$ cat src/sv/spa_pkg.sv
`timescale 1ns / 1ps
package spa_pkg;

   // Pool geometry. SLAB_PAGES must be a power of two.
   localparam int TOTAL_PAGES = 1024;
   localparam int SLAB_PAGES  = 4;

   localparam int PAGE_W     = $clog2(TOTAL_PAGES);
   localparam int CNT_W      = $clog2(TOTAL_PAGES + 2);
   localparam int NXT_W      = PAGE_W + 1;
   localparam int TOT_W      = $clog2(TOTAL_PAGES + 1);
   localparam int NSLABS     = TOTAL_PAGES / SLAB_PAGES;
   localparam int SLAB_SHIFT = $clog2(SLAB_PAGES);
   localparam int SLAB_W     = PAGE_W - SLAB_SHIFT;
   localparam int SID_W      = SLAB_W + 1;
   localparam int FREE_W     = $clog2(SLAB_PAGES + 1);

   // Beat field widths.
   localparam int MODE_W     = 2;
   localparam int BASE_W     = 10;
   localparam int COUNT_W    = 11;
   localparam int REQ_DATA_W = 24;
   localparam int RSP_DATA_W = 24;
   localparam int RSP_PAD_W  = RSP_DATA_W - 1 - PAGE_W - TOT_W;

   localparam logic [NXT_W-1:0] NO_PAGE = NXT_W'(TOTAL_PAGES);
   localparam logic [SID_W-1:0] NO_SLAB = SID_W'(NSLABS);

   typedef enum logic [1:0] {
      MODE_GIVE  = 2'd0,
      MODE_ALLOC = 2'd1,
      MODE_FREE  = 2'd2,
      MODE_NONE  = 2'd3
   } mode_type;

   typedef enum logic [1:0] {
      MARK_NONE = 2'd0,
      MARK_FREE = 2'd1,
      MARK_USED = 2'd2
   } mark_type;

   typedef struct packed {
      logic              used;
      logic              partial;
      logic [PAGE_W-1:0] base;
      logic [NXT_W-1:0]  head;
      logic [FREE_W-1:0] free_cnt;
   } slab_rec_type;

   typedef enum logic [4:0] {
      ST_CLEAR, ST_IDLE, ST_DISPATCH, ST_GIVE_RD, ST_GIVE_WR,
      ST_FREE_RD, ST_FREE_CHK, ST_FREE_REC, ST_FREE_EVAL, ST_FREE_LIMIT,
      ST_ALLOC_START, ST_TAKE_CHK, ST_SCAN, ST_TAKE_EVAL, ST_TAKE_CLR,
      ST_SLAB_INIT, ST_SLAB_REC, ST_POP_RD, ST_POP_REC, ST_POP_WR, ST_POP_EVAL,
      ST_PUSH_LINK, ST_PUSH_HEAD, ST_REM_RD, ST_REM_WR, ST_RET, ST_FAIL, ST_DONE
   } state_type;

   typedef enum logic [4:0] {
      CMD_NOP, CMD_CLEAR, CMD_LOAD, CMD_GIVE_RD, CMD_GIVE_WR,
      CMD_FREE_RD, CMD_FREE_OWN, CMD_FREE_REC, CMD_TAKE_INIT, CMD_SCAN,
      CMD_TAKE_CLR, CMD_SLAB_INIT, CMD_SLAB_REC, CMD_POP_RD, CMD_POP_REC,
      CMD_POP_WR, CMD_PUSH_LINK, CMD_PUSH_HEAD, CMD_REM_RD, CMD_REM_WR,
      CMD_RET, CMD_FAIL, CMD_DONE
   } cmd_type;

   typedef struct packed {
      mode_type mode;
      logic     n_zero;
      logic     n_one;
      logic     head_empty;
      mark_type mark;
      logic     take_bad;
      logic     found;
      logic     give_last;
      logic     clr_last;
      logic     scan_last;
      logic     tclr_last;
      logic     slab_last;
      logic     rec_used;
      logic     rec_partial;
      logic     rec_free_zero;
      logic     rec_free_one;
      logic     rec_free_full;
      logic     out_busy;
   } stat_type;

endpackage

$ cat src/sv/spa_ctrl.sv
`timescale 1ns / 1ps
module spa_ctrl
   import spa_pkg::*;
(
   input  logic     clock,
   input  logic     reset,
   input  logic     req_tvalid,
   output logic     req_tready,
   input  stat_type stat,
   output cmd_type  cmd
);

   state_type state_ff, state_in;

   always_ff @(posedge clock) begin
      if (reset) begin
         state_ff <= ST_CLEAR;
      end else begin
         state_ff <= state_in;
      end
   end

   always_comb begin
      state_in = state_ff;
      case (state_ff)
         ST_CLEAR: begin
            if (stat.clr_last) state_in = ST_IDLE;
         end
         ST_IDLE: begin
            if (req_tvalid) state_in = ST_DISPATCH;
         end
         ST_DISPATCH: begin
            case (stat.mode)
               MODE_GIVE:  state_in = stat.n_zero ? ST_DONE : ST_GIVE_RD;
               MODE_ALLOC: state_in = stat.n_one ? ST_ALLOC_START : ST_TAKE_CHK;
               MODE_FREE: begin
                  if (stat.n_one)       state_in = ST_FREE_RD;
                  else if (stat.n_zero) state_in = ST_DONE;
                  else                  state_in = ST_GIVE_RD;
               end
               default:    state_in = ST_DONE;
            endcase
         end
         ST_GIVE_RD: state_in = ST_GIVE_WR;
         ST_GIVE_WR: state_in = stat.give_last ? ST_DONE : ST_GIVE_RD;
         ST_FREE_RD: state_in = ST_FREE_CHK;
         ST_FREE_CHK: begin
            case (stat.mark)
               MARK_USED: state_in = ST_FREE_REC;
               MARK_FREE: state_in = ST_DONE;
               default:   state_in = ST_GIVE_RD;
            endcase
         end
         ST_FREE_REC: state_in = ST_FREE_EVAL;
         ST_FREE_EVAL: begin
            if (!stat.rec_used)
               state_in = ST_DONE;
            else if (stat.rec_free_one && !stat.rec_partial)
               state_in = ST_PUSH_LINK;
            else
               state_in = ST_FREE_LIMIT;
         end
         ST_FREE_LIMIT: begin
            if (stat.rec_free_full) state_in = stat.rec_partial ? ST_REM_RD : ST_RET;
            else                    state_in = ST_DONE;
         end
         ST_ALLOC_START: state_in = stat.head_empty ? ST_TAKE_CHK : ST_POP_RD;
         ST_TAKE_CHK:    state_in = stat.take_bad ? ST_FAIL : ST_SCAN;
         ST_SCAN:        state_in = stat.scan_last ? ST_TAKE_EVAL : ST_SCAN;
         ST_TAKE_EVAL:   state_in = stat.found ? ST_TAKE_CLR : ST_FAIL;
         ST_TAKE_CLR: begin
            if (stat.tclr_last) state_in = stat.n_one ? ST_SLAB_INIT : ST_DONE;
         end
         ST_SLAB_INIT: begin
            if (stat.slab_last) state_in = ST_SLAB_REC;
         end
         ST_SLAB_REC:  state_in = ST_POP_RD;
         ST_POP_RD:    state_in = ST_POP_REC;
         ST_POP_REC:   state_in = ST_POP_WR;
         ST_POP_WR:    state_in = ST_POP_EVAL;
         ST_POP_EVAL: begin
            state_in = (stat.rec_free_zero && stat.rec_partial) ? ST_REM_RD : ST_DONE;
         end
         ST_PUSH_LINK: state_in = ST_PUSH_HEAD;
         ST_PUSH_HEAD: state_in = ST_FREE_LIMIT;
         ST_REM_RD:    state_in = ST_REM_WR;
         ST_REM_WR:    state_in = (stat.mode == MODE_FREE) ? ST_RET : ST_DONE;
         ST_RET: begin
            if (stat.slab_last) state_in = ST_DONE;
         end
         ST_FAIL: state_in = ST_DONE;
         ST_DONE: begin
            if (!stat.out_busy) state_in = ST_IDLE;
         end
         default: state_in = ST_IDLE;
      endcase
   end

   always_comb begin
      req_tready = 1'b0;
      cmd        = CMD_NOP;
      case (state_ff)
         ST_CLEAR:     cmd = CMD_CLEAR;
         ST_IDLE: begin
            req_tready = 1'b1;
            if (req_tvalid) cmd = CMD_LOAD;
         end
         ST_GIVE_RD:   cmd = CMD_GIVE_RD;
         ST_GIVE_WR:   cmd = CMD_GIVE_WR;
         ST_FREE_RD:   cmd = CMD_FREE_RD;
         ST_FREE_CHK:  cmd = CMD_FREE_OWN;
         ST_FREE_REC:  cmd = CMD_FREE_REC;
         ST_TAKE_CHK:  cmd = CMD_TAKE_INIT;
         ST_SCAN:      cmd = CMD_SCAN;
         ST_TAKE_CLR:  cmd = CMD_TAKE_CLR;
         ST_SLAB_INIT: cmd = CMD_SLAB_INIT;
         ST_SLAB_REC:  cmd = CMD_SLAB_REC;
         ST_POP_RD:    cmd = CMD_POP_RD;
         ST_POP_REC:   cmd = CMD_POP_REC;
         ST_POP_WR:    cmd = CMD_POP_WR;
         ST_PUSH_LINK: cmd = CMD_PUSH_LINK;
         ST_PUSH_HEAD: cmd = CMD_PUSH_HEAD;
         ST_REM_RD:    cmd = CMD_REM_RD;
         ST_REM_WR:    cmd = CMD_REM_WR;
         ST_RET:       cmd = CMD_RET;
         ST_FAIL:      cmd = CMD_FAIL;
         ST_DONE:      cmd = CMD_DONE;
         default:      cmd = CMD_NOP;
      endcase
   end

endmodule

$ cat config.mk
export PLATFORM = sky130hd
export DESIGN_NAME = spa_ctrl
export DESIGN_NICKNAME = d
export VERILOG_FILES = /design/src/sv/spa_pkg.sv /design/src/sv/spa_ctrl.sv
export SDC_FILE = /design/constraint.sdc
export NUM_CORES = 1
export LEC_CHECK = 0
export ABC_AREA = 1
export BUFFER_PORTS_ARGS = -buffer_cell sky130_fd_sc_hd__clkbuf_2
export CORE_UTILIZATION = 35
export CTS_CLUSTER_DIAMETER = 120
export DETAILED_ROUTE_END_ITERATION = 16
export GPL_TIMING_DRIVEN = 0
export PLACE_DENSITY = 0.58
export SLEW_MARGIN = 20
export SYNTH_ARGS = -nofsm -noshare
export SYNTH_HDL_FRONTEND = slang
export SYNTH_SLANG_ARGS = --single-unit
$ cat constraint.sdc
create_clock -name clock -period 1.85 [get_ports clock]
set_input_delay 0.4625 -clock clock [delete_from_list [all_inputs] [get_ports clock]]
set_output_delay 0.4625 -clock clock [all_outputs]
set_load 0.01 [all_outputs]
== Word-level counts from Yosys, hierarchy flattened ==
Cells that the tools add are included.

* Reductions and logical operators: 6
* Equality and inequality tests: 37
* Multiplexer cells: 27

{| class="wikitable"
|+ Operator list
! operator !! number
|-
| case mux 5 bit (28 select lines) || 1
|-
| case mux 5 bit (22 select lines) || 1
|-
| two-way mux 5 bit || 15
|-
| == test 5 bit, second input constant || 12
|-
| == test 5 x 4 -> 1 bit, second input constant || 8
|-
| == test 5 x 3 -> 1 bit, second input constant || 4
|-
| case mux 5 bit (3 select lines) || 1
|-
| two-way mux 4 bit || 3
|-
| inequality test 2 bit, second input constant || 6
|-
| == test 5 x 2 -> 1 bit, second input constant || 2
|-
| case mux 5 bit (2 select lines) || 1
|-
| AND reduction 6 bit || 1
|-
| == test 5 x 1 -> 1 bit, second input constant || 1
|-
| logical NOT 5 bit || 1
|-
| == test 2 x 1 -> 1 bit, second input constant || 2
|-
| == test 2 bit, second input constant || 2
|-
| two-way mux 2 bit || 2
|-
| two-way mux 1 bit || 3
|-
| logical AND 1 bit || 2
|-
| logical NOT 2 bit || 1
|-
| logical NOT 1 bit || 1
|}

* Input port bits: 23
* Word-level logic and storage cells: 71
* Register bits after elaboration: 5

== Logic depth before layout (Yosys ltp) ==
* Depth after elaboration: 5
* Depth in mapped cells: 13
* Depth with buffers taken out: 12

== Worst setup path before layout ==
Ideal clock, no wire load.

* Path kind: flip-flop to output port
* Start point: register state_ff[2]
* End point: output cmd[3]
* Data arrival time: 1266 ps
* Path slack: 121 ps
* Stages on the path, launching flop included: 6
* Path buffers: 0
* Cell sequence: dfxtp_1 inv_2 nand2_1 nor2_1 o21a_1 or3b_1

* Word-level cells in the longest chain between the ends: 2
* Elaborated cells on any way between the ends: 23

{| class="wikitable"
|+ Ends and longest elaborated chain
! what !! RTL line !! RTL
|-
| from (decl) || spa_ctrl.sv:13 || <nowiki>state_type state_ff, state_in;</nowiki>
|-
| from (signal assigned) || spa_ctrl.sv:19 || <nowiki>state_ff <= state_in;</nowiki>
|-
| == test 5 bit (tied with other cells) || spa_ctrl.sv:102 || <nowiki>case (state_ff)</nowiki>
|-
| case mux 5 bit (22 select lines) (*) || spa_ctrl.sv:102 ||
|-
| to (decl) || spa_ctrl.sv:10 || <nowiki>output cmd_type cmd</nowiki>
|}

Mark *: on every way between the ends. The rest lies on a longest branch, timed or not.

== Worst setup path in the final report ==
* Start point: register state_ff[1]
* End point: output cmd[0]

The elaborated chain is that of the path after synthesis.

==> flow_summary.toml <==
[run_status]
outcome = "finished with violations"
violations = "negative setup slack"

[placement]
dp_hpwl_mm = 3.15
io_buffers = 28
dp.cells = 301
gp_congestion = 0.903

[pwr]
p_leak_uw = 0.000920
p_per_area_nw_per_um2 = 1080
ir_worst_vdd_mv = 0.731

[cells_and_area]
drive_above_1_share_pct = 34.3
area_growth_pct = 43.7
reg_top3 = "state_ff: 5 flops"
stdcell_count = 324
diodes = 0
fin_nets = 304
largest_reg_flops = 5
multi_input_comb_area_um2 = 983
top_register = "state_ff"
regArea_um2 = 111
n_fill_cell = 351

[global_route]
antenna_found_initial = 0
track_usage_pct = 25.0
grt_pass1_vias = 1490
grt_max_degree = 11
grt_pass1_wl_mm = 6.47
overflow = 0

[sta]
period_share_pct = 107
max_freq_mhz = 505
slew_headroom_pct = 72.1
worst_slew_pin_slew_ps = 418
setup_viol = 5
post-route-min-period_ps = 1980
worst_slack_ps = -129
skew_ps = 2.73
rsz0062_at_grt = "true"
drv_slew = 0
finalHoldViolCount = 0
whs_ps = 445

[worst_setup_path]
critPathLaunchType = "flop"
endpoint_kind = "output pin"
worstPathRequired_ps = 1390
critPathKind = "reg2out"
worstPathArrival_ps = 1520
crit_fanout = 8

[logic_synthesis]
synth_cells = 229
synth_top_area_cell = "nand2_1"
yosysMostFrequentCell = "nand2_1"
ys_seq_elements = 5
syn_avg_cell_area_um2 = 4.88
synth_top_area_share_pct = 26.2
synthTopCellsByArea = "nand2_1 26%, nand3_1 15%, nor2_1 13%"
yosys_warnings = 0
synthTopCellsByCount = "78 x nand2_1, 38 x nor2_1, 34 x nand3_1"
ys.flop_type = "dfxtp_1"
syn_area_um2 = 1120
synth_fp_nets = 252
seq_area_frac_synth_pct = 8.95
synth_cell_types = 22
synth-edff-count = 0
synthArstFlopShare_pct = 0

[hold_path]
hold_path_class = "in2reg"

[detailed_routing]
via_per_inst = 5.17
ant_nets = 0
firstDrtPassIters = 5
first_iter_violations = 83
drc = 0
via_count = 1674
drt-total-wl_mm = 4.14
wl_per_cell_um = 12.8

[clocking]
htreeDepth = 1
cts_buffer_depth = 2
cts_hold_buf = 0
clkSinkCount = 5
cts_tree = "yes"
cts_buffers = 3
clkTransAtPathRegs_ps = 40
clk_latency_ps = 240
root_buffer = "clkbuf_4"

[floorplan]
ioPinCount = 29
std_cell_rows = 20
fp.dieH_um = 58.5
fp.dieArea_um2 = 3430
start_util_pct = 36.6
coreArea_um2 = 3050
die_width_um = 58.5

[run]
drv_cap = 0
repair_timing:
item	CTS	global route
pin swaps	7	6
endpoints found under the setup margin	6	8
resized for setup	27	14
buffers inserted	13	6
stage by stage:
| stage | utilization, % | setup slack (ps) | power, µW | TNS, ps | instance area, µm² |
|---|---|---|---|---|---|
| final | 52.7 | -129 | 1730 | -536 | 1610 |
| after global routing | 52.7 | -225 | 1870 | -911 | 1610 |
| after CTS | 50.0 | -134 | 1600 | -496 | 1530 |
| after detailed placement | 43.0 | -107 | 1240 | -180 | 1310 |
| after global placement | 43.0 | -156 | 1260 | -279 | 1310 |
| after floorplan | - | 121 | 932 | 0 | 1120 |
cells in the final DEF, fill, tap and decap left out, types with 2 or more instances in the layout:
master / Yosys / final
nand4_1: 5 / 5
o21ai_0: 5 / 5
dfxtp_1: 5 / 2
nor2_1: 38 / 32
inv_2: 8 / 4
a21oi_1: 8 / 8
nand3_1: 34 / 32
o21ai_1: 6 / 4
nand2_1: 78 / 69
o21ai_2: 0 / 2
nor2_2: 4 / 7
clkbuf_2: 0 / 26
clkbuf_4: 0 / 3
buf_4: 3 / 19
nand2_4: 0 / 2
nand2_2: 3 / 10
buf_6: 0 / 3
buf_2: 0 / 2
inv_1: 20 / 20
nor2_4: 4 / 7
dfxtp_4: 0 / 3
inv_4: 0 / 4
layout make-up:
| cell class | count | share of cell area (%) |
|---|---|---|
| Multi-Input combinational cell | 193 | 61.2 |
| Inverter | 28 | 7.16 |
| Clock buffer | 4 | 1.63 |
| Timing Repair Buffer | 47 | 17.6 |
| Buffer | 3 | 2.10 |
| Tap cell | 44 | 3.42 |
| Sequential cell | 5 | 6.93 |
power by group:
group | internal (µW) | leakage [µW] | switching, µW | total [µW]
Combinational | 548 | 0.000862 | 862 | 1410
Clock | 81.4 | 0.0000150 | 42.8 | 124
Sequential | 151 | 0.0000432 | 47.6 | 198
Total | 780 | 0.000920 | 953 | 1730
worst max-delay path, cell delays in order, from the launching register on:
cell and delay [ps]:
dfxtp_1 310, buf_6 160, inv_4 60, nor2_1 200, nand2_1 100, and3_1 190, o2111ai_1 80, buf_2 170
worst paths after layout:
| check | start | end | slack [ps] | depth (start not counted) |
|---|---|---|---|---|
| min reg2reg | state_ff[2] | state_ff[2] | 550 | 2 |
| min | reset | state_ff[4] | 440 | 2 |
| max | state_ff[1] | cmd[0] | -130 | 7 |
| max reg2reg | state_ff[4] | state_ff[1] | 190 | 11 |
metal layers:
layer / share of wire [%] / vias to the layer above / global-route usage (%)
met5: 0 / - / 0
met4: 3.2 / 0 / 11.9
met3: 8.3 / 14 / 3.52
met2: 46 / 76 / 41.1
met1: 42 / 738 / 32.1
li1: - / 846 / -
cell families after synthesis:
kind of cell / Yosys count / synth area share [%]
flip-flops: 5 / 8.95
buffers and inverters: 31 / 11.4
AND/OR/NAND/NOR: 171 / 69.0
AO/OA/AOI/OAI: 22 / 10.6
Power figures use the tool's default switching activity.
